<file path="src/design/mma_pkg.sv">
package mma_pkg;

    localparam int SAMPLE_W     = 12;
    localparam int CHAN_W       = 3;
    localparam int DEF_CHANNELS = 5;
    localparam int DEF_WINDOW   = 16;

    // width that holds WINDOW full-scale samples
    function automatic int sum_w(input int window);
        return $clog2(window * ((1 << SAMPLE_W) - 1) + 1);
    endfunction

    // width that holds 0..WINDOW
    function automatic int fill_w(input int window);
        return $clog2(window + 1);
    endfunction

    // index width for n entries, at least one bit
    function automatic int ptr_w(input int n);
        return (n > 1) ? $clog2(n) : 1;
    endfunction

    // packed per-channel state word: {sum, fill, position}
    function automatic int st_w(input int window);
        return sum_w(window) + fill_w(window) + ptr_w(window);
    endfunction

endpackage

</file>
<file path="src/design/mma_ring_mem.sv">
module mma_ring_mem #(
    parameter int CHANNELS = mma_pkg::DEF_CHANNELS,
    parameter int WINDOW   = mma_pkg::DEF_WINDOW
) (
    input  logic                                           i_clk,
    input  logic                                           i_en,
    input  logic [mma_pkg::ptr_w(CHANNELS*WINDOW)-1:0]     i_addr,
    input  logic [mma_pkg::SAMPLE_W-1:0]                   i_wdata,
    output logic [mma_pkg::SAMPLE_W-1:0]                   o_rdata
);
    import mma_pkg::*;

    localparam int DEPTH = CHANNELS * WINDOW;

    logic [SAMPLE_W-1:0] mem [DEPTH];
    logic [SAMPLE_W-1:0] r_rdata;

    // read-first: the old sample comes out while the new one goes in
    always_ff @(posedge i_clk) begin
        if (i_en) begin
            r_rdata      <= mem[i_addr];
            mem[i_addr]  <= i_wdata;
        end
    end

    assign o_rdata = r_rdata;

endmodule

</file>
<file path="src/design/mma_state_mem.sv">
module mma_state_mem #(
    parameter int CHANNELS = mma_pkg::DEF_CHANNELS,
    parameter int WINDOW   = mma_pkg::DEF_WINDOW
) (
    input  logic                                   i_clk,
    input  logic                                   i_rst_n,
    input  logic                                   i_rd_en,
    input  logic [mma_pkg::ptr_w(CHANNELS)-1:0]    i_rd_idx,
    output logic [mma_pkg::st_w(WINDOW)-1:0]       o_rd_data,
    input  logic                                   i_wr_en,
    input  logic [mma_pkg::ptr_w(CHANNELS)-1:0]    i_wr_idx,
    input  logic [mma_pkg::st_w(WINDOW)-1:0]       i_wr_data
);
    import mma_pkg::*;

    localparam int ST_W = st_w(WINDOW);

    logic [ST_W-1:0]     mem [CHANNELS];
    logic [CHANNELS-1:0] r_vld;
    logic [ST_W-1:0]     r_rd_data;

    // per-channel written flag; an unwritten channel reads as all zero
    always_ff @(posedge i_clk) begin
        if (!i_rst_n) begin
            r_vld <= '0;
        end else if (i_wr_en) begin
            r_vld[i_wr_idx] <= 1'b1;
        end
    end

    always_ff @(posedge i_clk) begin
        if (i_wr_en) begin
            mem[i_wr_idx] <= i_wr_data;
        end
        if (i_rd_en) begin
            r_rd_data <= r_vld[i_rd_idx] ? mem[i_rd_idx] : '0;
        end
    end

    assign o_rd_data = r_rd_data;

endmodule

</file>
<file path="src/design/mma_div.sv">
module mma_div #(
    parameter int WINDOW = mma_pkg::DEF_WINDOW
) (
    input  logic                                 i_clk,
    input  logic                                 i_rst_n,
    input  logic                                 i_start,
    input  logic [mma_pkg::sum_w(WINDOW)-1:0]    i_dividend,
    input  logic [mma_pkg::fill_w(WINDOW)-1:0]   i_divisor,
    output logic                                 o_done,
    output logic [mma_pkg::SAMPLE_W-1:0]         o_quotient
);
    import mma_pkg::*;

    localparam int FW = fill_w(WINDOW);
    localparam int CW = $clog2(SAMPLE_W);
    localparam logic [CW-1:0] LAST = CW'(SAMPLE_W - 1);

    logic                r_busy;
    logic                r_done;
    logic [CW-1:0]       r_cnt;
    logic [FW-1:0]       r_rem;
    logic [FW-1:0]       r_dvs;
    logic [SAMPLE_W-1:0] r_lo;
    logic [SAMPLE_W-1:0] r_quo;
    logic [FW:0]         trial;
    logic [FW:0]         diff;
    logic                ge;

    // restoring division, one quotient bit per cycle; the mean never
    // exceeds full scale, so the upper dividend bits start below the divisor
    assign trial = {r_rem, r_lo[SAMPLE_W-1]};
    assign diff  = trial - {1'b0, r_dvs};
    assign ge    = trial >= {1'b0, r_dvs};

    always_ff @(posedge i_clk) begin
        if (!i_rst_n) begin
            r_busy <= 1'b0;
            r_done <= 1'b0;
            r_cnt  <= '0;
        end else begin
            r_done <= r_busy && (r_cnt == LAST) && !i_start;
            if (i_start) begin
                r_busy <= 1'b1;
                r_cnt  <= '0;
            end else if (r_busy) begin
                if (r_cnt == LAST) begin
                    r_busy <= 1'b0;
                end
                r_cnt <= r_cnt + 1'b1;
            end
        end
    end

    always_ff @(posedge i_clk) begin
        if (i_start) begin
            r_rem <= FW'(i_dividend >> SAMPLE_W);
            r_lo  <= i_dividend[SAMPLE_W-1:0];
            r_dvs <= i_divisor;
            r_quo <= '0;
        end else if (r_busy) begin
            r_rem <= ge ? diff[FW-1:0] : trial[FW-1:0];
            r_lo  <= {r_lo[SAMPLE_W-2:0], 1'b0};
            r_quo <= {r_quo[SAMPLE_W-2:0], ge};
        end
    end

    assign o_done     = r_done;
    assign o_quotient = r_quo;

endmodule

</file>
<file path="src/design/multichannel_moving_average.sv">
// Multichannel moving average filter.
// Input channel (i_in_valid / o_in_ready): one converter sample per item,
// tagged with its channel number. Output channel (o_out_valid /
// i_out_ready): one item per input item, the channel and the truncated mean
// of that channel's last WINDOW samples (of all samples so far during
// warm-up). A channel number of CHANNELS or above changes nothing and
// returns a mean of zero.
// Items are processed one at a time; a new item is taken only once the
// previous result has gone into the output register. An item passes
// through the read-modify-write of the channel state and sample ring
// memories, then the bit-serial divider, one restoring quotient bit per
// cycle; an out-of-range channel skips both.
// Reset clears the per-channel sums, fill counts and write positions at
// once (written flags per channel); the sample ring needs no clearing.
// A stalled receiver holds the result in the output register; the block
// still accepts the next item and works on it, and only waits before
// handing over the following result.
module multichannel_moving_average #(
    parameter int CHANNELS = mma_pkg::DEF_CHANNELS,
    parameter int WINDOW   = mma_pkg::DEF_WINDOW
) (
    input  logic                          i_clk,
    input  logic                          i_rst_n,
    input  logic                          i_in_valid,
    output logic                          o_in_ready,
    input  logic [mma_pkg::CHAN_W-1:0]    i_channel,
    input  logic [mma_pkg::SAMPLE_W-1:0]  i_sample,
    output logic                          o_out_valid,
    input  logic                          i_out_ready,
    output logic [mma_pkg::CHAN_W-1:0]    o_out_channel,
    output logic [mma_pkg::SAMPLE_W-1:0]  o_average
);
    import mma_pkg::*;

    localparam int SW   = sum_w(WINDOW);
    localparam int FW   = fill_w(WINDOW);
    localparam int PW   = ptr_w(WINDOW);
    localparam int IW   = ptr_w(CHANNELS);
    localparam int AW   = ptr_w(CHANNELS * WINDOW);
    localparam int ST_W = st_w(WINDOW);

    // sequencer states
    localparam logic [2:0] S_IDLE = 3'd0;  // waiting for an item
    localparam logic [2:0] S_RD   = 3'd1;  // channel state valid, ring access
    localparam logic [2:0] S_UPD  = 3'd2;  // old sample valid, write state back
    localparam logic [2:0] S_DIV  = 3'd3;  // divider running
    localparam logic [2:0] S_DONE = 3'd4;  // wait for output register

    logic [2:0]          r_state;
    logic [2:0]          n_state;
    logic [IW-1:0]       r_idx;
    logic [CHAN_W-1:0]   r_chan;
    logic [SAMPLE_W-1:0] r_samp;
    logic                r_oor;
    logic                r_out_valid;
    logic [CHAN_W-1:0]   r_out_chan;
    logic [SAMPLE_W-1:0] r_avg;

    logic                in_acc;
    logic                in_range;
    logic                out_free;
    logic                load_out;

    logic [ST_W-1:0]     st_rd_data;
    logic [ST_W-1:0]     st_wr_data;
    logic                st_we;
    logic [SW-1:0]       cur_sum;
    logic [FW-1:0]       cur_fill;
    logic [PW-1:0]       cur_pos;
    logic [PW-1:0]       pos_c;
    logic                full;
    logic [SW-1:0]       new_sum;
    logic [FW-1:0]       new_fill;
    logic [PW-1:0]       new_pos;

    logic                ring_en;
    logic [AW-1:0]       ring_addr;
    logic [SAMPLE_W-1:0] ring_rdata;

    logic                div_done;
    logic [SAMPLE_W-1:0] div_quo;

    assign in_acc     = i_in_valid && o_in_ready;
    assign in_range   = 32'(i_channel) < CHANNELS;
    assign o_in_ready = (r_state == S_IDLE);
    assign out_free   = !r_out_valid || i_out_ready;
    assign load_out   = (r_state == S_DONE) && out_free;

    // channel state word: {running sum, fill count, write position}
    assign cur_sum  = st_rd_data[ST_W-1 -: SW];
    assign cur_fill = st_rd_data[PW +: FW];
    assign cur_pos  = st_rd_data[PW-1:0];

    assign pos_c = (32'(cur_pos) >= WINDOW) ? '0 : cur_pos;
    assign full  = 32'(cur_fill) >= WINDOW;

    // ring slot of this channel; the sample is written as the old one is read
    assign ring_en   = (r_state == S_RD);
    assign ring_addr = AW'(32'(r_idx) * WINDOW + 32'(pos_c));

    // once full, the overwritten sample leaves the sum
    assign new_sum  = cur_sum + SW'(r_samp) - (full ? SW'(ring_rdata) : '0);
    assign new_fill = full ? cur_fill : cur_fill + 1'b1;
    assign new_pos  = (32'(pos_c) == WINDOW - 1) ? '0 : pos_c + 1'b1;

    assign st_we      = (r_state == S_UPD);
    assign st_wr_data = {new_sum, new_fill, new_pos};

    mma_state_mem #(
        .CHANNELS (CHANNELS),
        .WINDOW   (WINDOW)
    ) u_state_mem (
        .i_clk     (i_clk),
        .i_rst_n   (i_rst_n),
        .i_rd_en   (in_acc && in_range),
        .i_rd_idx  (IW'(i_channel)),
        .o_rd_data (st_rd_data),
        .i_wr_en   (st_we),
        .i_wr_idx  (r_idx),
        .i_wr_data (st_wr_data)
    );

    mma_ring_mem #(
        .CHANNELS (CHANNELS),
        .WINDOW   (WINDOW)
    ) u_ring_mem (
        .i_clk   (i_clk),
        .i_en    (ring_en),
        .i_addr  (ring_addr),
        .i_wdata (r_samp),
        .o_rdata (ring_rdata)
    );

    // divisor is the fill count after this sample, never zero
    mma_div #(
        .WINDOW (WINDOW)
    ) u_div (
        .i_clk      (i_clk),
        .i_rst_n    (i_rst_n),
        .i_start    (st_we),
        .i_dividend (new_sum),
        .i_divisor  (new_fill),
        .o_done     (div_done),
        .o_quotient (div_quo)
    );

    always_comb begin
        n_state = r_state;
        case (r_state)
            S_IDLE: begin
                if (in_acc) begin
                    n_state = in_range ? S_RD : S_DONE;
                end
            end
            S_RD:   n_state = S_UPD;
            S_UPD:  n_state = S_DIV;
            S_DIV: begin
                if (div_done) begin
                    n_state = S_DONE;
                end
            end
            S_DONE: begin
                if (out_free) begin
                    n_state = S_IDLE;
                end
            end
            default: n_state = S_IDLE;
        endcase
    end

    always_ff @(posedge i_clk) begin
        if (!i_rst_n) begin
            r_state     <= S_IDLE;
            r_out_valid <= 1'b0;
        end else begin
            r_state <= n_state;
            if (load_out) begin
                r_out_valid <= 1'b1;
            end else if (i_out_ready) begin
                r_out_valid <= 1'b0;
            end
        end
    end

    always_ff @(posedge i_clk) begin
        if (in_acc) begin
            r_idx  <= IW'(i_channel);
            r_chan <= i_channel;
            r_samp <= i_sample;
            r_oor  <= !in_range;
        end
        if (load_out) begin
            r_out_chan <= r_chan;
            r_avg      <= r_oor ? '0 : div_quo;
        end
    end

    assign o_out_valid   = r_out_valid;
    assign o_out_channel = r_out_chan;
    assign o_average     = r_avg;

`ifndef SYNTHESIS
    a_oor_skips: assert property (@(posedge i_clk) disable iff (!i_rst_n)
        (in_acc && !in_range) |=> (r_state == S_DONE))
        else $error("out-of-range channel did not bypass the update");

    a_div_done_in_div: assert property (@(posedge i_clk) disable iff (!i_rst_n)
        div_done |-> (r_state == S_DIV))
        else $error("divider finished outside the divide state");

    a_fill_bounds: assert property (@(posedge i_clk) disable iff (!i_rst_n)
        st_we |-> ((new_fill != '0) && (32'(new_fill) <= WINDOW)))
        else $error("fill count written back out of range");

    a_oor_zero: assert property (@(posedge i_clk) disable iff (!i_rst_n)
        (r_out_valid && (32'(r_out_chan) >= CHANNELS)) |-> (r_avg == '0))
        else $error("out-of-range channel gave a nonzero mean");
`endif

endmodule

</file>
<file path="config.mk">
export PLATFORM = sky130hd
export DESIGN_NAME = multichannel_moving_average
export DESIGN_NICKNAME = d
export VERILOG_FILES = /design/src/design/mma_pkg.sv /design/src/design/mma_ring_mem.sv /design/src/design/mma_state_mem.sv /design/src/design/mma_div.sv /design/src/design/multichannel_moving_average.sv
export SDC_FILE = /design/constraint.sdc
export NUM_CORES = 1
export LEC_CHECK = 0
export BUFFER_PORTS_ARGS = -buffer_cell sky130_fd_sc_hd__buf_2
export CAP_MARGIN = 20
export CORE_MARGIN = 8
export CORE_UTILIZATION = 55
export CTS_CLUSTER_SIZE = 24
export DETAILED_ROUTE_END_ITERATION = 12
export PLACE_DENSITY = 0.82
export REMOVE_ABC_BUFFERS = 1
export SLEW_MARGIN = 25
export SYNTH_ARGS = -nofsm -noshare
export SYNTH_HDL_FRONTEND = slang
export SYNTH_HIERARCHICAL = 1
export SYNTH_SLANG_ARGS = --single-unit
export TNS_END_PERCENT = 100
</file>
<file path="constraint.sdc">
create_clock -name i_clk -period 5.4 [get_ports i_clk]
set_input_delay 0.27 -clock i_clk [delete_from_list [all_inputs] [get_ports i_clk]]
set_output_delay 0.27 -clock i_clk [all_outputs]
set_load 0.01 [all_outputs]
</file>
# [Word level (Yosys, flattened, before mapping)]
# Memory sizes are Yosys's and may differ from the RTL's. A register that Yosys moved wholly into a read port is not among the register bits.
# Cells that the tools add are included.
[totals] register_bits=80 word_cells=84 inputBits=19 mem_bits_rw=1085 output_inout_bits=17 n_memories=2
[memory_table] memory="u_ring_mem.mem" depth=80 word_bits=12 read_ports=1 rd_ports_with_merged_regs=1 write_ports=1 line_no="mma_ring_mem.sv:15" rtl="logic [SAMPLE_W-1:0] mem [DEPTH];"
[memory_table] memory="u_state_mem.mem" depth=5 word_bits=25 read_ports=1 rd_ports_with_merged_regs=1 write_ports=1 line_no="mma_state_mem.sv:18" rtl="logic [ST_W-1:0] mem [CHANNELS];"
[classes] add_sub_neg=7 order_cmp=6 n_reduce_logical=16 muxes=26 bitwise_logic=2 n_eq_ne=9
[ops] operator="two-way mux 12 bit" count=3
[ops] operator="adder 16 x 12 -> 16 bit" count=1
[ops] operator="subtractor 16 x 12 -> 16 bit" count=1
[ops] operator="one-hot mux 3 bit (5 select lines)" count=1
[ops] operator="two-way mux 3 bit" count=4
[ops] operator="two-way mux 4 bit" count=3
[ops] operator="two-way mux 1 bit" count=11
[ops] operator="two-way mux 5 bit" count=2
[ops] operator="adder 4 x 1 -> 4 bit (second input constant)" count=2
[ops] operator="equality test 4 bit (second input constant)" count=2
[ops] operator="less-than comparator 3 x 4 -> 1 bit (second input constant)" count=2
[ops] operator="adder 7 x 4 -> 7 bit" count=1
[ops] operator="equality test 3 x 2 -> 1 bit (second input constant)" count=2
[ops] operator=">= comparator 6 x 5 -> 1 bit" count=1
[ops] operator="logical AND 1 bit" count=6
[ops] operator="adder 5 x 1 -> 5 bit (second input constant)" count=1
[ops] operator=">= comparator 5 bit (second input constant)" count=1
[ops] operator="bitwise OR 5 bit" count=1
[ops] operator="subtractor 5 bit" count=1
[ops] operator="zero test 1 bit" count=4
[ops] operator="!= test 2 x 1 -> 1 bit (second input constant)" count=2
[ops] operator="nonzero test 2 bit" count=2
[ops] operator="binary-select mux 1 bit (select 3 bit)" count=1
[ops] operator="demux 1 bit (select 3 bit)" count=1
[ops] operator="10 further kinds" count=10

# [Depth between registers and ports, before layout]
[logic_depth] depth_word=5 depth_mapped=15

# [Cells and area by module]
# Netlist, hierarchy kept.
[by_module_without_submodules] module="mma_ring_mem" area_each_um2=37609.8 cells_each=1977 n_inst=1
[by_module_without_submodules] module="mma_state_mem" area_each_um2=5642.9 cells_each=235 n_inst=1
[by_module_without_submodules] module="multichannel_moving_average" area_each_um2=2612.5 cells_each=265 n_inst=1
[by_module_without_submodules] module="mma_div" area_each_um2=1780.5 cells_each=144 n_inst=1

# [Least setup slack after synthesis]
# Ideal clock, no wire load.
[synth_path] path_type="register -> register" start="reg r_samp[8]" end="reg u_div.r_rem[3], data pin" synth_period_minus_slack_ps=3992 path_buffers=0 slack_ps=1408 arrival_ps=3736 stages_incl_launch_ff=13 cell_sequence="edfxtp_1 > inv_1 > fa_1 > inv_1 > ha_1 > a2111oi_0 > o21a_1 > a211o_1 > nand4b_1 > nand4_1 > nand2_1 > o21ai_1 > a31o_2"
[synth_between] elab_chain_len=3
[synth_lines] item="start, declared" line_no="multichannel_moving_average.sv:53" rtl="logic [SAMPLE_W-1:0] r_samp;"
[synth_lines] item="start signal, assigned" line_no="multichannel_moving_average.sv:189" rtl="r_samp <= i_sample;"
[synth_lines] item="adder 16 x 12 -> 16 bit" line_no="multichannel_moving_average.sv:102" rtl="assign new_sum = cur_sum + SW'(r_samp) - (full ? SW'(ring_rdata) : '0);"
[synth_lines] item="subtractor 16 x 12 -> 16 bit" line_no="multichannel_moving_average.sv:102"
[synth_lines] item="named net new_sum[15]" line_no="multichannel_moving_average.sv:72" rtl="logic [SW-1:0] new_sum;"
[synth_lines] item="two-way mux 4 bit" line_no="mma_div.sv:55" rtl="if (i_start) begin"
[synth_lines] item="end signal, assigned" line_no="mma_div.sv:56" rtl="r_rem <= FW'(i_dividend >> SAMPLE_W);"
[synth_lines] item="end signal, assigned" line_no="mma_div.sv:61" rtl="r_rem <= ge ? diff[FW-1:0] : trial[FW-1:0];"
[synth_lines] item="end, declared" line_no="mma_div.sv:21" rtl="logic [FW-1:0] r_rem;"
# The timed path passes the listed nets, and every way through them passes these cells.
# A chain may end at the register's enable or synchronous reset.

==> results.yml <==
synthesis:
  yosys.area.top_type: "edfxtp_1"
  synth_edf_count: 1174
  yosysWarnings: 6
  synth-main-ff-cell: "edfxtp_1"
  synth_area_per_cell_sq_um: 18.2
  ys_seq_area_share_pct: 75.2
  synth_top_area_share_pct: 74.0
  ys_ff_latch: 1202
  async_flop_share_pct: 0
  netlist_area_sq_mm: 0.0476
  synth_area_leaders: "edfxtp_1, mux4_2, mux2i_1"
  syn_inst: 2621
  synth_cell_types: 82
place:
  numPortBuffers: 35
  gp_congestion: 0.932
  pre_cts_slack_ns: 1.52
  dpl.cell_count: 3790
  dpl.hpwl_um: 72900
finish:
  fin_util_pct: 62.0
  syn_to_final_growth_pct: 12.3
  mostFrequentLayoutCell: "edfxtp_1"
  fin_nets: 2822
  mostFrequentLayoutCells: "edfxtp_1, nor2_1, buf_4, mux4_2, a221oi_1"
  drive_gt1_share_pct: 20.0
  final_cells: 4013
timing:
  skew_ns: 0.0551
  fin_crit_ns: 3.99
  relSlewSlack_pct: 17.2
  worst_slack_ns: 1.41
  final.setup.tns_ns: 0
  finalHoldViolations: 0
  setup_viol: 0
  timing.final.crit_share_pct: 73.9
  fmax_mhz: 251
  drv_slew: 0
  grt_setup_unrepaired: "no"
  worst_pin_slew_ns: 1.24
clock_tree:
  cts-root-buf: "clkbuf_16"
  cts_buffers: 112
  clock_latency_ns: 0.70
  htreeDepth: 3
  cts.sinks: 1202
  clkTransAtPathRegs_ns: 0.07
  cts_tree: "built"
  cts_buffer_depth: 3
floorplan:
  die_h_um: 310
  die_area_sq_mm: 0.0963
  core_sq_mm: 0.0863
  die-width_um: 310
  pin_count: 36
  rows: 108
  initial_utilization_pct: 55.2
route:
  wl_per_cell_um: 31.3
  dr.pass1.iters: 7
  vias: 27795
  post-route-drc-count: 0
  ant_nets: 0
  post_drt_via_cell_ratio: 6.93
  drt-total-wl_um: 126000
  drt-initial-drc-count: 4905
worst_hold_path:
  min_path_type: "in2reg"
worst_setup_path:
  cp_max_fo: 27
  slowest_stage: "edfxtp_1"
  crit_chain: "buf_4 > nor2b_1 > a22oi_1 > a21oi_1 > a2111oi_1 > buf_4 > nand2_1 > o211ai_1"
  reg2reg_depth: 8
  worstSetupEndpointType: "flip-flop"
  cp_num_cells: 8
  critPathArrivalTime_ns: 4.41
  rrSetupSlack_ns: 1.41
  path_buf_inv: 2
  crit_end: "u_ring_mem/o_rdata[11]$_DFFE_PP_"
  crit_path_frequent_cell: "buf_4"
  crit_type: "reg2reg"
  cp-start-kind: "flip-flop"
  path_delay_family: "simple AND/OR/NAND/NOR gates"
  cpPeakStageDelay_ns: 1.02
  worstReg2RegEnd: "u_ring_mem/o_rdata[11]$_DFFE_PP_"
  crit_start: "r_chan[0]$_DFFE_PP_"
  cp_data_required_time_ns: 5.82
  r2r_start: "r_chan[0]$_DFFE_PP_"
power:
  vdd_drop_max_mv: 0.375
  p_total_mw: 20.3
  powerDensity_mw_per_mm2: 380
  p_leak_nw: 17.5
global_route:
  grt_max_degree: 86
  grtUsageTotal_pct: 25.7
  antenna_found_initial: 7
  grt_pass1_vias: 27390
  grt_pass1_wl_um: 182000
  grt_overflow: 0
run_status:
  status: "finished clean"
job:
  drv_cap: 0
-- state kept, by name, indices dropped and copies added (netlist names) --
signal and cells:
u_state_mem/mem 125, o_average 12, u_div/r_busy 1, o_out_channel 3
o_out_valid 1, u_div/r_dvs 5, u_div/o_quotient 12, u_div/o_done 1
u_ring_mem/o_rdata 12, u_state_mem/o_rd_data 25, r_oor 1, r_samp 12
u_div/r_lo 12, r_chan 3, u_state_mem/r_vld 5, u_ring_mem/mem 960
u_div/r_cnt 4, r_state 3, u_div/r_rem 5
-- worst min-delay path, delay by kind of cell --
| kind | cells | cell delay (ns) |
|---|---|---|
| buf+inv | 2 | 0.28 |
| compound gates | 1 | 0.15 |
-- stage by stage --
stage | hold WS (ns) | area [sq um]
2_1_floorplan | 0.369 | 46800
3_3_place_gp | 0.440 | 49600
3_5_place_dp | 0.448 | 49600
4_1_cts | 0.117 | 53500
5_1_grt | 0.123 | 53500
6_report | 0.118 | 53500
-- worst min-delay path by stage --
stage | startpoint | endpoint | slack (ns) | cells past startpoint
after CTS | i_channel[0] | r_oor$_DFFE_PP_ | 0.12 | 3
final | i_channel[0] | r_oor$_DFFE_PP_ | 0.12 | 3
after global placement | u_state_mem/r_vld[4]$_SDFFE_PN0P_ | u_state_mem/r_vld[4]$_SDFFE_PN0P_ | 0.44 | 1
after global routing | i_channel[0] | r_oor$_DFFE_PP_ | 0.12 | 3
after floorplan | i_channel[0] | r_chan[0]$_DFFE_PP_ | 0.37 | 0
after detailed placement | i_sample[0] | r_samp[0]$_DFFE_PP_ | 0.45 | 1
-- Yosys cell counts, types with 5 or more instances --
cell	instances
edfxtp_1	1174
nor2_1	164
mux4_2	124
a221oi_1	122
mux2i_1	111
nand2_1	89
inv_1	67
clkbuf_1	61
mux2_2	58
o21ai_0	51
a22oi_1	47
a21oi_1	42
buf_2	42
a22o_1	32
nor2b_1	32
buf_4	28
dfxtp_1	28
ha_1	25
o22ai_1	19
and2_1	18
o221ai_1	18
nand3_1	15
xnor2_1	15
a31oi_1	14
nor3_1	14
fa_1	13
o211ai_1	11
buf_1	10
a211oi_1	9
o21a_1	9
a221o_1	8
nand2b_1	8
a21o_1	7
buf_6	7
or3_1	7
a2111oi_0	6
o22a_1	6
xor2_1	6
a211o_1	5
a32oi_1	5
mux4_1	5
-- layer usage --
| metal | track usage, % | part of all wire, % | vias up |
|---|---|---|---|
| met3 | 7.62 | 14 | 620 |
| li1 | - | - | 10962 |
| met2 | 40.9 | 46 | 2511 |
| met1 | 32.4 | 33 | 13696 |
| met5 | 0 | 0.033 | - |
| met4 | 13.1 | 6.7 | 6 |
-- where the power goes --
group / internal [mW] / total [mW] / switching, mW
Clock: 4.58 / 7.99 / 3.41
Sequential: 10.5 / 10.6 / 0.0756
Combinational: 0.553 / 1.73 / 1.18
Total: 15.7 / 20.3 / 4.67
-- area by class of cell --
class | count | area (sq um)
multi-input combinational | 1199 | 10900
clock inverter | 69 | 752
fill | 5574 | 32900
clock buffer | 134 | 2970
sequential | 1202 | 35800
tap | 1155 | 1450
antenna | 4 | 10.0
timing repair buffer | 180 | 1370
inverter | 70 | 263
-- kinds of logic after synthesis --
group / count (synthesis) / share of synthesized area (%)
fa+ha+maj: 38 / 1.20
xor+xnor: 21 / 0.386
mux: 298 / 9.84
simple gates: 378 / 3.62
flops: 1202 / 75.2
compound gates: 464 / 7.54
buf+inv: 220 / 2.24
-- repair_timing --
action / CTS / global route
setup buffers: 0 / 0
resized for setup: 0 / 0
hold endpoints to repair: 23 / 0
hold buffers: 16 / 0
(Power assumes the default switching activity.)
